### config.mk
export PLATFORM = sky130hd
export DESIGN_NAME = escape_key_decoder_cursor_top_flat
export DESIGN_NICKNAME = d
export VERILOG_FILES = /design/src/rtl/core/ekdc_pkg.sv /design/src/rtl/core/ekdc_if.sv /design/src/rtl/core/ekdc_parser.sv /design/src/rtl/core/ekdc_cursor.sv /design/src/rtl/core/escape_key_decoder_cursor_top.sv /design/src/flat_wrapper.sv
export SDC_FILE = /design/constraint.sdc
export NUM_CORES = 1
export LEC_CHECK = 0
export BUFFER_PORTS_ARGS = -buffer_cell sky130_fd_sc_hd__buf_4
export CAP_MARGIN = 20
export CORE_UTILIZATION = 25
export DETAILED_ROUTE_END_ITERATION = 10
export GPL_ROUTABILITY_DRIVEN = 0
export PLACE_DENSITY = 0.46
export SYNTH_ARGS = -nofsm -noshare
export SYNTH_HDL_FRONTEND = slang
export SYNTH_SLANG_ARGS = --single-unit
### constraint.sdc
create_clock -name clk -period 4.1 [get_ports clk]
set_input_delay 0.615 -clock clk [delete_from_list [all_inputs] [get_ports clk]]
set_output_delay 0.615 -clock clk [all_outputs]
set_load 0.01 [all_outputs]
### src/rtl/core/ekdc_pkg.sv
`timescale 1ns / 1ps

package ekdc_pkg;

	// default cursor coordinate width
	localparam int COORD_BITS_DEF = 12;

	// configuration register indexes
	localparam int REG_IDX_BITS = 1;
	localparam logic [REG_IDX_BITS-1:0] REG_ROWS = 1'd0;
	localparam logic [REG_IDX_BITS-1:0] REG_COLS = 1'd1;

	// screen size after reset
	localparam int ROWS_RESET = 24;
	localparam int COLS_RESET = 80;

	// input opcodes
	localparam logic OP_BYTE    = 1'b0;
	localparam logic OP_TIMEOUT = 1'b1;

	// decoded key codes
	typedef enum logic [3:0] {
		KEY_PLAIN = 4'd0,
		KEY_ESC   = 4'd1,
		KEY_LEFT  = 4'd2,
		KEY_RIGHT = 4'd3,
		KEY_UP    = 4'd4,
		KEY_DOWN  = 4'd5,
		KEY_PGUP  = 4'd6,
		KEY_PGDN  = 4'd7,
		KEY_HOME  = 4'd8,
		KEY_END   = 4'd9,
		KEY_DEL   = 4'd10
	} key_code_t;

	// escape sequence parser state
	typedef enum logic [1:0] {
		PH_IDLE  = 2'd0,
		PH_ESC   = 2'd1,
		PH_SEQ   = 2'd2,
		PH_DIGIT = 2'd3
	} parse_phase_t;

	// key event handed from parser to cursor and output stage
	typedef struct packed {
		logic      ready;
		key_code_t code;
		logic [7:0] pch;
		logic      quit;
	} key_evt_t;

endpackage

### src/rtl/core/ekdc_if.sv
`timescale 1ns / 1ps

// terminal input channel
interface ekdc_in_if;
	logic       valid;
	logic       ready;
	logic       opcode;
	logic [7:0] in_byte;

	modport source (output valid, output opcode, output in_byte, input ready);
	modport sink (input valid, input opcode, input in_byte, output ready);
endinterface

// decoded key and cursor channel
interface ekdc_out_if #(parameter int COORD_BITS = 12);
	logic                  valid;
	logic                  ready;
	logic                  key_ready;
	logic [3:0]            key_code;
	logic [7:0]            plain_char;
	logic                  quit;
	logic [COORD_BITS-1:0] col_now;
	logic [COORD_BITS-1:0] row_now;

	modport source (output valid, output key_ready, output key_code, output plain_char,
		output quit, output col_now, output row_now, input ready);
	modport sink (input valid, input key_ready, input key_code, input plain_char,
		input quit, input col_now, input row_now, output ready);
endinterface

### src/rtl/core/ekdc_parser.sv
`timescale 1ns / 1ps

module ekdc_parser import ekdc_pkg::*; (
	input  logic       clk,
	input  logic       arst_n,
	input  logic       step,
	input  logic       opcode,
	input  logic [7:0] in_byte,
	output key_evt_t   key
);

	localparam logic [7:0] CH_ESC    = 8'h1b;
	localparam logic [7:0] CH_BRACK  = 8'h5b;
	localparam logic [7:0] CH_TILDE  = 8'h7e;
	localparam logic [7:0] CH_SS3    = 8'h4f;
	localparam logic [7:0] CH_CTRL_Q = 8'h71 & 8'h1f;
	localparam logic [7:0] CH_ZERO   = 8'h30;
	localparam logic [7:0] CH_NINE   = 8'h39;

	parse_phase_t phase_q, phase_d;
	logic [7:0]   first_q, first_d;
	logic [7:0]   second_q, second_d;
	logic         is_digit;

	function automatic key_code_t letter_key(input logic [7:0] b);
		key_code_t k;
		case (b)
			8'h41:   k = KEY_UP;
			8'h42:   k = KEY_DOWN;
			8'h43:   k = KEY_RIGHT;
			8'h44:   k = KEY_LEFT;
			8'h48:   k = KEY_HOME;
			8'h46:   k = KEY_END;
			default: k = KEY_ESC;
		endcase
		return k;
	endfunction

	function automatic key_code_t tilde_key(input logic [7:0] d);
		key_code_t k;
		case (d)
			8'h31:   k = KEY_HOME;
			8'h33:   k = KEY_DEL;
			8'h34:   k = KEY_END;
			8'h35:   k = KEY_PGUP;
			8'h36:   k = KEY_PGDN;
			8'h37:   k = KEY_HOME;
			8'h38:   k = KEY_END;
			default: k = KEY_ESC;
		endcase
		return k;
	endfunction

	assign is_digit = (in_byte >= CH_ZERO) && (in_byte <= CH_NINE);

	// next state and sequence byte capture
	always_comb begin
		phase_d  = phase_q;
		first_d  = first_q;
		second_d = second_q;
		if (opcode == OP_TIMEOUT) begin
			phase_d = PH_IDLE;
		end else begin
			case (phase_q)
				PH_IDLE: begin
					if (in_byte == CH_ESC) phase_d = PH_ESC;
				end
				PH_ESC: begin
					first_d = in_byte;
					phase_d = PH_SEQ;
				end
				PH_SEQ: begin
					second_d = in_byte;
					phase_d  = (first_q == CH_BRACK && is_digit) ? PH_DIGIT : PH_IDLE;
				end
				PH_DIGIT: phase_d = PH_IDLE;
				default: phase_d = PH_IDLE;
			endcase
		end
	end

	// key decode
	always_comb begin
		key = '{ready: 1'b0, code: KEY_PLAIN, pch: 8'h00, quit: 1'b0};
		if (opcode == OP_TIMEOUT) begin
			if (phase_q != PH_IDLE) begin
				key.ready = 1'b1;
				key.code  = KEY_ESC;
			end
		end else begin
			case (phase_q)
				PH_IDLE: begin
					if (in_byte != CH_ESC) begin
						key.ready = 1'b1;
						key.pch   = in_byte;
						key.quit  = (in_byte == CH_CTRL_Q);
					end
				end
				PH_ESC: key.ready = 1'b0;
				PH_SEQ: begin
					if (!(first_q == CH_BRACK && is_digit)) begin
						key.ready = 1'b1;
						if (first_q == CH_BRACK)
							key.code = letter_key(in_byte);
						else if (first_q == CH_SS3 && (in_byte == 8'h48 || in_byte == 8'h46))
							key.code = letter_key(in_byte);
						else
							key.code = KEY_ESC;
					end
				end
				PH_DIGIT: begin
					key.ready = 1'b1;
					key.code  = (in_byte == CH_TILDE) ? tilde_key(second_q) : KEY_ESC;
				end
				default: key.ready = 1'b0;
			endcase
		end
	end

	// parser state registers
	always_ff @(posedge clk or negedge arst_n) begin
		if (!arst_n) begin
			phase_q  <= PH_IDLE;
			first_q  <= 8'h00;
			second_q <= 8'h00;
		end else if (step) begin
			phase_q  <= phase_d;
			first_q  <= first_d;
			second_q <= second_d;
		end
	end

endmodule

### src/rtl/core/ekdc_cursor.sv
`timescale 1ns / 1ps

module ekdc_cursor import ekdc_pkg::*; #(
	parameter int COORD_BITS = COORD_BITS_DEF
) (
	input  logic                  clk,
	input  logic                  arst_n,
	input  logic                  step,
	input  key_evt_t              key,
	input  logic [COORD_BITS-1:0] screen_rows,
	input  logic [COORD_BITS-1:0] screen_cols,
	output logic [COORD_BITS-1:0] col_next,
	output logic [COORD_BITS-1:0] row_next
);

	logic [COORD_BITS-1:0] col_q, row_q;
	logic [COORD_BITS-1:0] last_col, last_row;

	// a zero screen size counts as one
	assign last_col = (screen_cols == '0) ? '0 : screen_cols - 1'b1;
	assign last_row = (screen_rows == '0) ? '0 : screen_rows - 1'b1;

	// clamped cursor move
	always_comb begin
		col_next = col_q;
		row_next = row_q;
		if (key.ready) begin
			case (key.code)
				KEY_LEFT:  if (col_q != '0) col_next = col_q - 1'b1;
				KEY_RIGHT: if (col_q < last_col) col_next = col_q + 1'b1;
				KEY_UP:    if (row_q != '0) row_next = row_q - 1'b1;
				KEY_DOWN:  if (row_q < last_row) row_next = row_q + 1'b1;
				KEY_HOME:  col_next = '0;
				KEY_END:   col_next = last_col;
				KEY_PGUP:  row_next = '0;
				KEY_PGDN:  row_next = last_row;
				default:   col_next = col_q;
			endcase
		end
	end

	always_ff @(posedge clk or negedge arst_n) begin
		if (!arst_n) begin
			col_q <= '0;
			row_q <= '0;
		end else if (step) begin
			col_q <= col_next;
			row_q <= row_next;
		end
	end

endmodule

### src/rtl/core/escape_key_decoder_cursor_top.sv
`timescale 1ns / 1ps

// Terminal key decoder with a clamped text cursor.
// term: one transaction per received byte (opcode 0) or read timeout (opcode 1).
// cursor: exactly one transaction per term transaction, in order, carrying the
//   decoded key (key_ready high when a key completed) and the cursor position.
// ESC [ A/B/C/D/H/F, ESC [ 1/3/4/5/6/7/8 ~ and ESC O H/F are decoded; anything else
//   inside a sequence, or a timeout there, gives a plain escape key.
// Screen size is set through cfg_we/cfg_index/cfg_data: index 0 rows, 1 columns;
//   write only while no transaction is in flight.
// Path: a term transaction is held in one input register; the decode and cursor
//   update sit combinationally between it and one result register, which drives
//   the cursor channel.
// Throughput: one transaction per cycle while cursor.ready is high; the parser and
//   cursor registers are updated in the same cycle that a result is loaded.
// Reset: parser idle, cursor at row 0 column 0, screen 24 rows by 80 columns,
//   both channels empty.
// Stall: while cursor.ready is low the result holds; the input register still
//   takes one more transaction, then term.ready drops until the result moves.
module escape_key_decoder_cursor_top import ekdc_pkg::*; #(
	parameter int COORD_BITS = COORD_BITS_DEF
) (
	input  logic                    clk,
	input  logic                    arst_n,
	ekdc_in_if.sink                 term,
	ekdc_out_if.source              cursor,
	input  logic                    cfg_we,
	input  logic [REG_IDX_BITS-1:0] cfg_index,
	input  logic [COORD_BITS-1:0]   cfg_data
);

	logic                  v_s1, v_s2;
	logic                  opcode_s1;
	logic [7:0]            byte_s1;
	logic                  adv_s2, step;
	key_evt_t              key, key_s2;
	logic [COORD_BITS-1:0] rows_q, cols_q;
	logic [COORD_BITS-1:0] col_next, row_next, col_s2, row_s2;

	// handshake: result register frees, input register follows
	assign adv_s2     = !v_s2 || cursor.ready;
	assign term.ready = !v_s1 || adv_s2;
	assign step       = v_s1 && adv_s2;

	// screen size registers
	always_ff @(posedge clk or negedge arst_n) begin
		if (!arst_n) begin
			rows_q <= COORD_BITS'(ROWS_RESET);
			cols_q <= COORD_BITS'(COLS_RESET);
		end else if (cfg_we) begin
			if (cfg_index == REG_ROWS) rows_q <= cfg_data;
			if (cfg_index == REG_COLS) cols_q <= cfg_data;
		end
	end

	// input register valid
	always_ff @(posedge clk or negedge arst_n) begin
		if (!arst_n) begin
			v_s1 <= 1'b0;
		end else if (term.ready) begin
			v_s1 <= term.valid;
		end
	end

	// input register payload
	always_ff @(posedge clk) begin
		if (term.valid && term.ready) begin
			opcode_s1 <= term.opcode;
			byte_s1   <= term.in_byte;
		end
	end

	ekdc_parser u_parser (
		.clk     (clk),
		.arst_n  (arst_n),
		.step    (step),
		.opcode  (opcode_s1),
		.in_byte (byte_s1),
		.key     (key)
	);

	ekdc_cursor #(.COORD_BITS(COORD_BITS)) u_cursor (
		.clk         (clk),
		.arst_n      (arst_n),
		.step        (step),
		.key         (key),
		.screen_rows (rows_q),
		.screen_cols (cols_q),
		.col_next    (col_next),
		.row_next    (row_next)
	);

	// result register valid
	always_ff @(posedge clk or negedge arst_n) begin
		if (!arst_n) begin
			v_s2 <= 1'b0;
		end else if (adv_s2) begin
			v_s2 <= v_s1;
		end
	end

	// result register payload
	always_ff @(posedge clk) begin
		if (step) begin
			key_s2 <= key;
			col_s2 <= col_next;
			row_s2 <= row_next;
		end
	end

	assign cursor.valid      = v_s2;
	assign cursor.key_ready  = key_s2.ready;
	assign cursor.key_code   = key_s2.code;
	assign cursor.plain_char = key_s2.pch;
	assign cursor.quit       = key_s2.quit;
	assign cursor.col_now    = col_s2;
	assign cursor.row_now    = row_s2;

`ifndef SYNTHESIS
	// no key means every key field is clear
	a_no_key_clear: assert property (@(posedge clk) disable iff (!arst_n)
		(v_s2 && !key_s2.ready) |-> (key_s2.code == KEY_PLAIN && key_s2.pch == 8'h00
		&& !key_s2.quit))
		else $error("key fields set without a completed key");

	// quit only comes with a plain ctrl-q
	a_quit_plain: assert property (@(posedge clk) disable iff (!arst_n)
		(v_s2 && key_s2.quit) |-> (key_s2.ready && key_s2.code == KEY_PLAIN
		&& key_s2.pch == 8'h11))
		else $error("quit flag without plain ctrl-q");

	// a stalled result keeps the input register occupied
	a_s1_hold: assert property (@(posedge clk) disable iff (!arst_n)
		(v_s1 && v_s2 && !cursor.ready) |=> v_s1)
		else $error("input register lost a transaction during stall");

	// an accepted transaction lands in the input register
	a_s1_load: assert property (@(posedge clk) disable iff (!arst_n)
		(term.valid && term.ready) |=> v_s1)
		else $error("accepted transaction not held");
`endif

endmodule
### src/flat_wrapper.sv
// flat-port wrapper written by rule: the top's interface ports become plain ports
module escape_key_decoder_cursor_top_flat import ekdc_pkg::*;
#(
	parameter int COORD_BITS = COORD_BITS_DEF
)
  (clk, arst_n, cfg_we, cfg_index, cfg_data, term_valid, term_opcode, term_in_byte, term_ready, cursor_valid, cursor_key_ready, cursor_key_code, cursor_plain_char, cursor_quit, cursor_col_now, cursor_row_now, cursor_ready);
  ekdc_in_if term_i ();
  ekdc_out_if #(.COORD_BITS(COORD_BITS)) cursor_i ();
  input  logic clk;
  input  logic arst_n;
  input  logic cfg_we;
  input  logic [REG_IDX_BITS-1:0] cfg_index;
  input  logic [COORD_BITS-1:0] cfg_data;
  input wire logic [$bits(term_i.valid)-1:0] term_valid;
  input wire logic [$bits(term_i.opcode)-1:0] term_opcode;
  input wire logic [$bits(term_i.in_byte)-1:0] term_in_byte;
  output wire logic [$bits(term_i.ready)-1:0] term_ready;
  output wire logic [$bits(cursor_i.valid)-1:0] cursor_valid;
  output wire logic [$bits(cursor_i.key_ready)-1:0] cursor_key_ready;
  output wire logic [$bits(cursor_i.key_code)-1:0] cursor_key_code;
  output wire logic [$bits(cursor_i.plain_char)-1:0] cursor_plain_char;
  output wire logic [$bits(cursor_i.quit)-1:0] cursor_quit;
  output wire logic [$bits(cursor_i.col_now)-1:0] cursor_col_now;
  output wire logic [$bits(cursor_i.row_now)-1:0] cursor_row_now;
  input wire logic [$bits(cursor_i.ready)-1:0] cursor_ready;
  assign term_i.valid = term_valid;
  assign term_i.opcode = term_opcode;
  assign term_i.in_byte = term_in_byte;
  assign term_ready = term_i.ready;
  assign cursor_valid = cursor_i.valid;
  assign cursor_key_ready = cursor_i.key_ready;
  assign cursor_key_code = cursor_i.key_code;
  assign cursor_plain_char = cursor_i.plain_char;
  assign cursor_quit = cursor_i.quit;
  assign cursor_col_now = cursor_i.col_now;
  assign cursor_row_now = cursor_i.row_now;
  assign cursor_i.ready = cursor_ready;
  escape_key_decoder_cursor_top #(.COORD_BITS(COORD_BITS)) u_core (.clk(clk), .arst_n(arst_n), .term(term_i), .cursor(cursor_i), .cfg_we(cfg_we), .cfg_index(cfg_index), .cfg_data(cfg_data));
endmodule
# Word-level counts from Yosys, hierarchy flattened

Index checks and enable logic that the tools add are counted.

Multiplexer cells: 25
Bitwise operators: 4
$lt $le $gt $ge: 4
$add $sub $neg: 6
Reductions and logical operators: 24
Equal/unequal tests: 31

Operators with widths:

| operator              | count |
|---|---|
| $mux 12               | 8 |
| $pmux 12 s4           | 2 |
| $eq 8x7->1 const B    | 9 |
| $eq 8x6->1 const B    | 7 |
| $sub 12x1->12 const B | 4 |
| $add 12x1->12 const B | 2 |
| $logic_not 12->1      | 2 |
| $lt 12x12->1          | 2 |
| $pmux 4 s6            | 1 |
| $reduce_bool 12->1    | 2 |
| $pmux 4 s5            | 1 |
| $eq 4x3->1 const B    | 4 |
| $eq 8x5->1 const B    | 2 |
| $mux 5                | 3 |
| $mux 4                | 3 |
| $eq 4x2->1 const B    | 2 |
| $eq 4x4->1 const B    | 2 |
| $ge 8x6->1 const B    | 1 |
| $le 8x6->1 const B    | 1 |
| $ne 8x5->1 const B    | 1 |
| $pmux 2 s4            | 1 |
| $pmux 4 s2            | 1 |
| $mux 2                | 3 |
| $reduce_and 2->1      | 3 |
| other kinds (14)      | 27 |

Logic and storage cells: 111
Flip-flop bits (word level): 115
Output and inout bits: 40

# Longest topological paths before layout

Word-level depth: 11
Mapped depth: 16
Gate-level depth less buffers: 15

# Hierarchy

Synthesis repeated with hierarchy kept, for this count alone.

Cells, all modules: 767
Area total of the unflattened synthesis: 7513.5 sq um

Modules (own cells, without submodules):

| module                        | seq. area each (sq um) | area an instance (sq um) | instances | cells an instance |
|---|---|---|---|---|
| ekdc_cursor                   | 600.6                  | 3905.0                   | 1         | 541 |
| escape_key_decoder_cursor_top | 2067.0                 | 2456.1                   | 1         | 107 |
| ekdc_parser                   | 450.4                  | 1152.4                   | 1         | 119 |

# Worst setup path before layout

No wires, ideal clock.

Path kind: register to register
Start point: reg u_core.rows_q[0]
End point: reg u_core.row_s2[2] (netlist: u_core.cursor.row_now[2]) (data pin)
Period minus slack after synthesis: 3.615 ns
Path buffers: 0
Data arrival time: 3.351 ns
Cell stages (with the launch flop): 16
Required time: 3.836 ns
Slack: 0.485 ns
Cells stage by stage: dfrtp_1 -> inv_1 -> ha_1 -> or4b_2 -> nor2_1 -> nor3_1 -> a21oi_1 -> ha_1 -> and4_1 -> nor4b_1 -> o211a_1 -> a211oi_1 -> nand2_1 -> xnor2_1 -> a221oi_1 -> nand2_1

Cells in the longest elaborated chain, start to end: 6

RTL lines:

| element                                                  | line                                 | text |
|---|---|---|
| start: declaration                                       | escape_key_decoder_cursor_top.sv:37  | `logic [COORD_BITS-1:0] rows_q, cols_q;` |
| start signal: assignment                                 | escape_key_decoder_cursor_top.sv:48  | `rows_q <= COORD_BITS'(ROWS_RESET);` |
| start signal: assignment                                 | escape_key_decoder_cursor_top.sv:51  | `if (cfg_index == REG_ROWS) rows_q <= cfg_data;` |
| $sub 12x1->12 / $logic_not 12->1 (equally long branches) | ekdc_cursor.sv:21                    | `assign last_row = (screen_rows == '0) ? '0 : screen_rows - 1'b1;` |
| $mux 12 (*)                                              | ekdc_cursor.sv:21                    |  |
| $lt 12x12->1                                             | ekdc_cursor.sv:32                    | `KEY_DOWN: if (row_q < last_row) row_next = row_q + 1'b1;` |
| $mux 12                                                  | ekdc_cursor.sv:32                    |  |
| $pmux 12 s4 (*)                                          | ekdc_cursor.sv:28                    | `case (key.code)` |
| $mux 12 (*)                                              | ekdc_cursor.sv:27                    | `if (key.ready) begin` |
| via u_core.row_next[2]                                   | escape_key_decoder_cursor_top.sv:38  | `logic [COORD_BITS-1:0] col_next, row_next, col_s2, row_s2;` |
| end signal: assignment                                   | escape_key_decoder_cursor_top.sv:107 | `row_s2 <= row_next;` |
| end: declaration                                         | escape_key_decoder_cursor_top.sv:38  |  |

The timed path passes the listed nets; every way through them passes the cells marked *.
A chain may end at the register's enable or synchronous reset.

# Worst setup path after layout

Start point: reg u_core.rows_q[0]
End point: reg u_core.row_s2[3] (netlist: u_core.cursor.row_now[3]) (data pin)

Same word-level chain as after synthesis.

==> flow_summary.json <==
{
  "synth.distinct_cells": 90,
  "grt_usage_pct": 15.15,
  "hp-class": "in -> async",
  "final_common_cell": "buf_4",
  "seq_area_frac_synth_pct": 40.00,
  "drt-total-wl_um": 23400,
  "cts_tree": "built",
  "final_hold_viol_count": 0,
  "worstPathMaxFanout": 6,
  "drt-pass1-iter-count": 7,
  "drv_cap": 0,
  "fin_skew_ns": 0.01024,
  "fin_setup_tns_ns": 0,
  "required_ns": 4.35,
  "multi_input_area_um2": 4508,
  "crit_type": "reg -> reg",
  "fin_hold_ws_ns": 0.3532,
  "cts_max_level": 4,
  "drtAntennaViolNets": 0,
  "floorplan.rows": 64,
  "area_growth_syn_to_layout_pct": 20.82,
  "finalCriticalPeriod_ns": 3.885,
  "synth_fa_ha_area_share_pct": 5.136,
  "setup_viol": 0,
  "synth_xor_xnor_area_share_pct": 3.820,
  "endpoint_kind": "register",
  "core_area_um2": 30670,
  "nets": 956,
  "fmax_ghz": 0.2574,
  "ff2ff_path_depth": 15,
  "syn_area_um2": 7795,
  "antenna_found_initial": 0,
  "grt_max_degree": 69,
  "antenna_cells": 0,
  "status": "finished, final reports clean",
  "die_w_um": 178.6,
  "avgViaCountPerCell": 5.170,
  "grt_pass1_vias": 6560,
  "ys.warnings.count": 0,
  "fp.dieH_um": 178.6,
  "leakagePower_uw": 0.003841,
  "drv_slew": 0,
  "cts_inserted_buffers": 17,
  "start_util_pct": 25.42,
  "regToRegStartpoint": "u_core.rows_q[0]",
  "ys.flop_type": "dfrtp_1",
  "grt-ovfl-total": 0,
  "fillers": 3212,
  "timing.final.ws_setup_ns": 0.2148,
  "cts-root-buf": "clkbuf_16",
  "synth_top_family_by_area": "simple AND/OR/NAND/NOR gates",
  "drive_gt1_share_pct": 22.42,
  "r2r-end": "u_core.cursor.row_now[3]",
  "synthSimpleGateAreaFrac_pct": 24.43,
  "grt_pass1_wl_um": 37280,
  "synth_compound_area_share_pct": 17.91,
  "netlist_instances": 827,
  "drtIter0Drc": 562,
  "portBuffers": 66,
  "ys_ff_latch": 115,
  "power_uw": 3698,
  "setup.worst_path.start_class": "register",
  "fin_crit_sh_pct": 94.76,
  "dieArea_um2": 31890,
  "powerDensity_nw_per_um2": 392.7,
  "relSlewSlack_pct": 32.15,
  "synthMuxAreaShare_pct": 5.875,
  "final-seq-area_um2": 3118,
  "synthArstFlopShare_pct": 59.13,
  "place_ws_ns": -0.02923,
  "tightest_slew_ns": 1.018,
  "cts.sink_count": 115,
  "peakVddDrop_mv": 0.2617,
  "vias": 6752,
  "routedWlPerCell_um": 17.92,
  "final_cell_mix": "buf_4, nand2_1, nor2_1",
  "clkLatencyLatePin_ns": 0.42,
  "syn_nets": 886,
  "clock_tree.buffer_depth": 2,
  "worst_ep_arrival_time_ns": 4.13,
  "io_pins": 67,
  "post-route-util_pct": 30.71,
  "hpwl_um": 17100,
  "clk_pin_slew_worst_paths_ns": 0.06,
  "drc": 0,
  "postSynthAreaPerCell_um2": 9.426,
  "r2r_slack_ns": 0.21,
  "synth_edf_count": 47
}
-- stage by stage --
step                      std cells  area, um^2
after CTS                      1305        9364
after global placement         1272        8783
after detailed placement       1273        8791
after global routing           1306        9418
final                          1306        9418
after floorplan                 827        7795
-- how the worst max path moves through the flow --
stage                     cells after the start  slack (ns)        startpoint                  endpoint
after floorplan                              15        0.49  u_core.rows_q[0]  u_core.cursor.row_now[2]
after global placement                       15        0.12  u_core.rows_q[0]  u_core.cursor.row_now[2]
after global routing                         16      -0.002  u_core.rows_q[0]  u_core.cursor.row_now[7]
after CTS                                    16        0.03  u_core.rows_q[0]  u_core.cursor.row_now[4]
final                                        15        0.21  u_core.rows_q[0]  u_core.cursor.row_now[3]
after detailed placement                     15       -0.03  u_core.rows_q[0]  u_core.cursor.row_now[2]
-- cell usage after synthesis (all sizes together), types with 5 or more instances --
cell type | number | area share [%]
or3 | 9 | 0.79
nand2b | 13 | 1.0
a21oi | 30 | 2.0
a211oi | 10 | 1.2
nor4b | 5 | 0.56
nand4 | 9 | 0.80
or4 | 7 | 0.67
a2111oi | 5 | 0.80
inv | 22 | 1.1
or2 | 9 | 0.72
nor2 | 71 | 3.4
nor4 | 18 | 2.3
a32o | 5 | 0.64
nor3 | 27 | 1.8
clkbuf | 32 | 1.5
and2 | 19 | 1.5
o41ai | 5 | 0.80
a31oi | 9 | 0.72
xor2 | 17 | 1.9
dfrtp | 64 | 21
ha | 32 | 5.1
o21ai | 76 | 4.9
edfxtp | 47 | 18
nor2b | 10 | 0.80
o21a | 5 | 0.48
xnor2 | 17 | 1.9
nand3 | 26 | 1.7
mux2 | 38 | 5.5
nand2 | 84 | 4.0
and3 | 15 | 1.2
-- state kept, by name (all words and copies together), names as in the netlist --
register                  flops
u_core.opcode_s1              1
u_core.u_cursor.row_q        12
u_core.cursor.row_now        12
u_core.u_parser.phase_q       2
u_core.rows_q                12
u_core.cursor.col_now        12
u_core.v_s1                   1
u_core.u_parser.second_q      8
u_core.cursor.plain_char      8
u_core.cursor.key_code        4
u_core.u_parser.first_q       8
u_core.cursor.quit            1
u_core.cursor.valid           1
u_core.byte_s1                8
u_core.cols_q                12
u_core.cursor.key_ready       1
u_core.u_cursor.col_q        12
-- critical path, stage by stage, from the launching register on --
cell and delay [ns]:
dfrtp_1 0.41, inv_1 0.12, ha_1 0.19, or4b_2 0.64, nor4_2 0.15, buf_4 0.18
nor2_1 0.10, inv_1 0.08, ha_1 0.23, a21oi_1 0.16, o21ai_0 0.22, a211o_1 0.36
or2_2 0.33, o32ai_1 0.23, nor2_1 0.11, o21ai_0 0.21
-- cells by family (layout without fill, tap and decap cells) --
kind of cell	count (synthesis)	in the layout
multiplexers	41	41
AO/OA/AOI/OAI	200	200
AND/OR/NAND/NOR	348	348
buffers and inverters	57	140
adder cells (fa/ha/maj)	32	32
XOR/XNOR	34	34
flip-flops	115	115
-- layout make-up --
| class | count | share of cell area [%] |
|---|---|---|
| clock buffers | 19 | 4.703 |
| clock inverters | 13 | 1.329 |
| inverters | 22 | 0.8768 |
| multi-input cells | 655 | 47.87 |
| flip-flops and latches | 115 | 33.11 |
| well taps | 396 | 5.261 |
| repair buffers | 86 | 6.855 |
-- what timing repair did --
| item | in CTS | in global routing |
|---|---|---|
| hold buffers | 0 | 0 |
| gates cloned | 0 | 0 |
| buffers inserted | 0 | 1 |
| hold endpoints to repair | 0 | 0 |
| endpoints found under the setup margin | 1 | 9 |
| pin swaps | 0 | 1 |
| resized for setup | 1 | 12 |
-- metal layers --
metal / share of wire [%] / up-vias / wire (um) / track usage [%]
met4: 1.4 / 0 / 338 / 4.908
met2: 45 / 171 / 10610 / 23.43
met3: 4.8 / 24 / 1125 / 2.430
met1: 48 / 3306 / 11330 / 21.33
met5: 0 / - / 0 / 0
li1: - / 3251 / - / -
-- power breakdown --
group	internal [uW]	total (uW)	switching (uW)
clock	857	1460	605
combinational	320	712	392
sequential	1360	1520	160
total	2540	3700	1160
Power figures use the tool's default switching activity.
